File: src/sv/nce_pkg.sv
// nce_pkg: shared types, constants and the squared-distance function
// for the nearest-corner endpoint tracker. No dependencies.
package nce_pkg;

  localparam int unsigned COORD_BITS = 12;
  localparam int unsigned CORNERS    = 4;
  localparam int unsigned CORNER_W   = $clog2(CORNERS);
  localparam int unsigned BOUND_W    = 2 * (COORD_BITS + 1);
  localparam int unsigned CFG_IDX_W  = 1;

  typedef logic [COORD_BITS-1:0] coord_t;
  typedef logic [BOUND_W-1:0]    bound_t;
  typedef logic [CORNER_W-1:0]   corner_idx_t;

  localparam coord_t COLS_RESET = coord_t'(640);
  localparam coord_t ROWS_RESET = coord_t'(480);

  typedef enum logic [CFG_IDX_W-1:0] {
    CFG_IMAGE_COLS = 1'b0,
    CFG_IMAGE_ROWS = 1'b1
  } cfg_idx_e;

  typedef struct packed {
    coord_t first_x;
    coord_t first_y;
    coord_t second_x;
    coord_t second_y;
    logic   last_segment;
  } in_word_t;

  typedef struct packed {
    coord_t top_left_x;
    coord_t top_left_y;
    coord_t top_right_x;
    coord_t top_right_y;
    coord_t bottom_left_x;
    coord_t bottom_left_y;
    coord_t bottom_right_x;
    coord_t bottom_right_y;
  } out_word_t;

  typedef struct packed {
    coord_t x;
    coord_t y;
  } point_t;

  typedef point_t [CORNERS-1:0] result_t;

  typedef struct packed {
    coord_t p1x;
    coord_t p1y;
    coord_t p2x;
    coord_t p2y;
    logic   take;
    logic   last;
  } seg_t;

  function automatic bound_t sq_dist(coord_t px, coord_t py, coord_t cx, coord_t cy);
    coord_t                    dx;
    coord_t                    dy;
    logic [2*COORD_BITS-1:0] sx;
    logic [2*COORD_BITS-1:0] sy;
    dx = (px >= cx) ? (px - cx) : (cx - px);
    dy = (py >= cy) ? (py - cy) : (cy - py);
    sx = (2*COORD_BITS)'(dx) * (2*COORD_BITS)'(dx);
    sy = (2*COORD_BITS)'(dy) * (2*COORD_BITS)'(dy);
    return BOUND_W'(sx) + BOUND_W'(sy);
  endfunction

endpackage

File: src/sv/nce_cell.sv
// nce_cell: one corner of the tracker, two stages (distances, then compare)
// holding that corner's kept point. Depends on nce_pkg.
module nce_cell (
  input  logic                 clk_i,
  input  logic                 rst_ni,
  input  logic                 en_i,
  input  nce_pkg::corner_idx_t idx_i,
  input  nce_pkg::coord_t      cols_i,
  input  nce_pkg::coord_t      rows_i,
  input  nce_pkg::bound_t      init_bound_i,
  input  logic                 valid_i,
  input  nce_pkg::seg_t        seg_i,
  input  nce_pkg::result_t     res_i,
  output logic                 valid_o,
  output nce_pkg::seg_t        seg_o,
  output nce_pkg::result_t     res_o
);

  nce_pkg::coord_t  cx;
  nce_pkg::coord_t  cy;

  logic             a_valid_q;
  nce_pkg::seg_t    a_seg_q;
  nce_pkg::result_t a_res_q;
  nce_pkg::bound_t  a_d1_q;
  nce_pkg::bound_t  a_d2_q;

  logic             held_q, held_d;
  nce_pkg::point_t  best_q, best_d;
  nce_pkg::bound_t  bound_q, bound_d;

  logic             b_valid_q;
  nce_pkg::seg_t    b_seg_q;
  nce_pkg::result_t b_res_q, b_res_d;

  nce_pkg::bound_t  bound_eff;
  nce_pkg::bound_t  bound_mid;
  nce_pkg::point_t  pt_mid;
  nce_pkg::point_t  pt_new;
  nce_pkg::bound_t  bound_new;
  logic             hit1, hit2;

  assign cx = idx_i[0] ? cols_i : '0;
  assign cy = idx_i[nce_pkg::CORNER_W-1] ? rows_i : '0;

  // distance stage
  always_ff @(posedge clk_i or negedge rst_ni) begin
    if (!rst_ni) begin
      a_valid_q <= 1'b0;
    end else if (en_i) begin
      a_valid_q <= valid_i;
    end
  end

  always_ff @(posedge clk_i) begin
    if (en_i) begin
      a_seg_q <= seg_i;
      a_res_q <= res_i;
      a_d1_q  <= nce_pkg::sq_dist(seg_i.p1x, seg_i.p1y, cx, cy);
      a_d2_q  <= nce_pkg::sq_dist(seg_i.p2x, seg_i.p2y, cx, cy);
    end
  end

  // compare stage: first endpoint, then second against the updated bound
  always_comb begin
    bound_eff = held_q ? bound_q : init_bound_i;
    hit1      = a_seg_q.take && (a_d1_q < bound_eff);
    bound_mid = hit1 ? a_d1_q : bound_eff;
    pt_mid    = hit1 ? nce_pkg::point_t'{x: a_seg_q.p1x, y: a_seg_q.p1y} : best_q;
    hit2      = a_seg_q.take && (a_d2_q < bound_mid);
    bound_new = hit2 ? a_d2_q : bound_mid;
    pt_new    = hit2 ? nce_pkg::point_t'{x: a_seg_q.p2x, y: a_seg_q.p2y} : pt_mid;

    b_res_d   = a_res_q;
    held_d    = held_q;
    best_d    = best_q;
    bound_d   = bound_q;
    if (a_valid_q) begin
      if (a_seg_q.last) begin
        b_res_d[idx_i] = pt_new;
        held_d         = 1'b0;
        best_d         = '0;
        bound_d        = bound_new;
      end else begin
        held_d  = held_q | hit1 | hit2;
        best_d  = pt_new;
        bound_d = bound_new;
      end
    end
  end

  always_ff @(posedge clk_i or negedge rst_ni) begin
    if (!rst_ni) begin
      b_valid_q <= 1'b0;
      held_q    <= 1'b0;
      best_q    <= '0;
    end else if (en_i) begin
      b_valid_q <= a_valid_q;
      held_q    <= held_d;
      best_q    <= best_d;
    end
  end

  always_ff @(posedge clk_i) begin
    if (en_i) begin
      bound_q <= bound_d;
      b_seg_q <= a_seg_q;
      b_res_q <= b_res_d;
    end
  end

  assign valid_o = b_valid_q;
  assign seg_o   = b_seg_q;
  assign res_o   = b_res_q;

endmodule

File: config.mk
export PLATFORM = sky130hd
export DESIGN_NAME = nce_cell
export DESIGN_NICKNAME = d
export VERILOG_FILES = /design/src/sv/nce_pkg.sv /design/src/sv/nce_cell.sv
export SDC_FILE = /design/constraint.sdc
export NUM_CORES = 2
export LEC_CHECK = 0
export ABC_CLOCK_PERIOD_IN_PS = 5700
export BUFFER_PORTS_ARGS = -buffer_cell sky130_fd_sc_hd__buf_2
export CORE_MARGIN = 1.5
export CORE_UTILIZATION = 45
export DETAILED_ROUTE_END_ITERATION = 6
export PLACE_DENSITY = 0.66
export SLEW_MARGIN = 25
export SYNTH_ARGS = -nofsm -noshare
export SYNTH_HDL_FRONTEND = slang
export SYNTH_SLANG_ARGS = --single-unit
export TNS_END_PERCENT = 20
File: constraint.sdc
create_clock -name clk_i -period 5.7 [get_ports clk_i]
set_input_delay 0.285 -clock clk_i [delete_from_list [all_inputs] [get_ports clk_i]]
set_output_delay 0.285 -clock clk_i [all_outputs]
set_load 0.05 [all_outputs]
==> impl_metrics.json <==
{
  "worstMarginPinSlew_ns": 1.042,
  "yosysUniqueCellTypes": 84,
  "grt_usage": 0.2626,
  "gr-usage-met3": 0.02970,
  "grt_util_met2": 0.4714,
  "final_common_cell": "buf_4",
  "htree_levels": 2,
  "drt_wl_total_mm": 107.0,
  "post_drt_wl_per_cell_um": 19.21,
  "outcome": "finished with violations",
  "slew_violations": 0,
  "slew-limit-headroom": 0.3050,
  "final_cells": 5570,
  "setup_viol": 40,
  "hold_path_class": "in2reg",
  "async_flop_share": 0.06835,
  "synth_cells": 3348,
  "grt_setup_unrepaired": "true",
  "cts_tree": "done",
  "hpwl_mm": 85.01,
  "cpMostUsedCell": "fa_1",
  "clk_path_buf_depth": 3,
  "ant_nets": 0,
  "yosys_most_used_dff": "edfxtp_1",
  "gr-max-usage-layer": "met2",
  "hold_viol": 0,
  "grt_max_degree": 152,
  "grt_pass1_vias": 29870,
  "drt_iter0_markers": 1583,
  "detail_route.vias_per_cell": 5.097,
  "core_um2": 78740,
  "areaGrowthSynthToFinish_pct": 36.67,
  "crit_fanout": 8,
  "antenna_found_initial": 4,
  "crit_type": "in2reg",
  "synth-edff-count": 368,
  "fin_ws_ns": -2.522,
  "dieArea_um2": 80990,
  "skew_ns": 0.04092,
  "vias": 28390,
  "port_buffers": 348,
  "fin_area_um2": 48760,
  "dr.pass1.iters": 5,
  "end_kind": "register",
  "insertion_delay_ns": 0.59,
  "gr-usage-met1": 0.3255,
  "ys_ff_latch": 395,
  "cp_slowest_cell": "fa_1",
  "pre_cts_slack_ns": -3.732,
  "nets": 5431,
  "finalCritPeriodShare": 1.442,
  "ys_seq_area_frac": 0.3287,
  "synth_area_um2": 35680,
  "crit_required_ns": 6.03,
  "yosys_warnings": 0,
  "dieWidth_um": 284.6,
  "grt_pass1_wl_mm": 164.7,
  "synth_fp_nets": 4296,
  "die_h_um": 284.6,
  "cp.arrival_ns": 8.55,
  "ios": 349,
  "root_buffer": "clkbuf_16",
  "drive_above_1_share": 0.3426,
  "post-route-util": 0.6193,
  "clock-sinks": 395,
  "layout_common_cells": "buf_4, inv_1, fa_1",
  "avgSynthCellArea_um2": 10.66,
  "cp-start-kind": "input port",
  "grt_overflow": 0,
  "critPathMaxStageDelay_ns": 0.54,
  "violations": "negative setup slack",
  "drc": 0,
  "fmax_mhz": 121.6,
  "layout_min_cycle_time_ns": 8.222,
  "dpl_cell_area_um2": 44060,
  "dp.cells": 5315,
  "cap_viol_max_count": 0,
  "place_congestion": 0.9434,
  "start_util": 0.4531,
  "clk_pin_slew_ns": 0.06,
  "rows": 103,
  "cts_inserted_buffers": 43
}
-- per-layer routing --
metal  up-vias  share of wire
li1      13350              -
met1     13990           0.40
met2       843           0.51
met3       212          0.050
met4         0          0.041
met5         -              0
-- cell type report --
class,count,area [um2]
Timing Repair Buffer,1191,8777
Clock inverter,17,256.5
Clock buffer,61,1154
Inverter,630,2386
Antenna cell,4,10.01
Tap cell,1050,1314
Fill cell,6304,29980
Multi-Input combinational cell,2222,23140
Sequential cell,395,11730
-- synth_stat cells, types with 28 or more instances --
cell | count | area [um2]
o31ai_1 | 51 | 382.9
mux2i_1 | 79 | 790.8
clkbuf_1 | 73 | 274.0
o21ai_0 | 170 | 850.8
ha_1 | 342 | 4279
inv_1 | 617 | 2316
mux2_2 | 32 | 360.4
o21ai_1 | 42 | 210.2
edfxtp_1 | 368 | 11050
a21o_1 | 58 | 435.4
xor2_1 | 31 | 271.5
nor2_1 | 224 | 840.8
a21oi_1 | 91 | 455.4
nand3_1 | 28 | 140.1
fa_1 | 404 | 8088
xnor2_1 | 60 | 525.5
nand2_1 | 268 | 1006
nand2b_1 | 68 | 425.4
-- path summary, 6_finish.rpt --
path | start | endpoint | slack, ns | cells after the start
hold reg to reg | a_seg_q[32]$_DFFE_PP_ | seg_o[32]$_DFFE_PP_ | 0.44 | 0
min in group asynchronous | rst_ni | best_q[3]$_DFFE_PN0P_ | 0.37 | 2
max in group asynchronous | rst_ni | best_q[12]$_DFFE_PN0P_ | 4.76 | 2
setup / recovery | idx_i[1] | a_d2_q[21]$_DFFE_PP_ | -2.52 | 37
setup reg to reg | held_q$_DFFE_PN0P_ | res_o[10]$_DFFE_PP_ | 0.25 | 24
hold / removal | seg_i[22] | a_seg_q[22]$_DFFE_PP_ | 0.03 | 2
-- worst max-delay path, delay by kind of cell --
family / cells / cell delay [ns]
buffers and inverters: 9 / 0.86
AND/OR/NAND/NOR: 8 / 1.46
AO/OA/AOI/OAI: 9 / 1.54
adder cells (fa/ha/maj): 9 / 3.98
multiplexers: 1 / 0.33
XOR/XNOR: 1 / 0.08
-- flip-flops by register name (all words and copies together) (netlist names) --
signal / count
res_o: 96
held_q: 1
best_q: 24
a_d1_q: 25
a_valid_q: 1
valid_o: 1
bound_q: 26
a_seg_q: 50
a_res_q: 96
seg_o: 50
a_d2_q: 25
-- cell families (layout without fill, tap and decap cells) --
logic type	after synthesis	in the layout	share of synthesized area
fa+ha+maj	746	746	0.3466
xor+xnor	95	95	0.02416
flops	395	395	0.3287
compound gates	542	542	0.09609
other cells	0	4	0
simple gates	727	727	0.09318
mux	112	112	0.03289
buf+inv	731	1899	0.07841
-- through the flow --
stage / TNS (ns) / hold WS, ns
after floorplan: -78.66 / -0.01059
after global placement: -111.40 / 0.4294
after detailed placement: -113.90 / 0.4309
after CTS: -71.93 / 0.002269
after global routing: -80.57 / 0.01788
final: -70.91 / 0.02963
-- what timing repair did --
action                                  in CTS  in global routing
endpoints found under the setup margin      41                163
setup buffers                               18                 39
gates resized for setup                    125                256
pin swaps                                   81                137
gates cloned                                 2                  0
hold buffers                               118                  0
endpoints found under the hold margin      144                  0
Power is not shown: default switching activity piles up to over one toggle a cycle in this logic, so the estimate is an artifact.
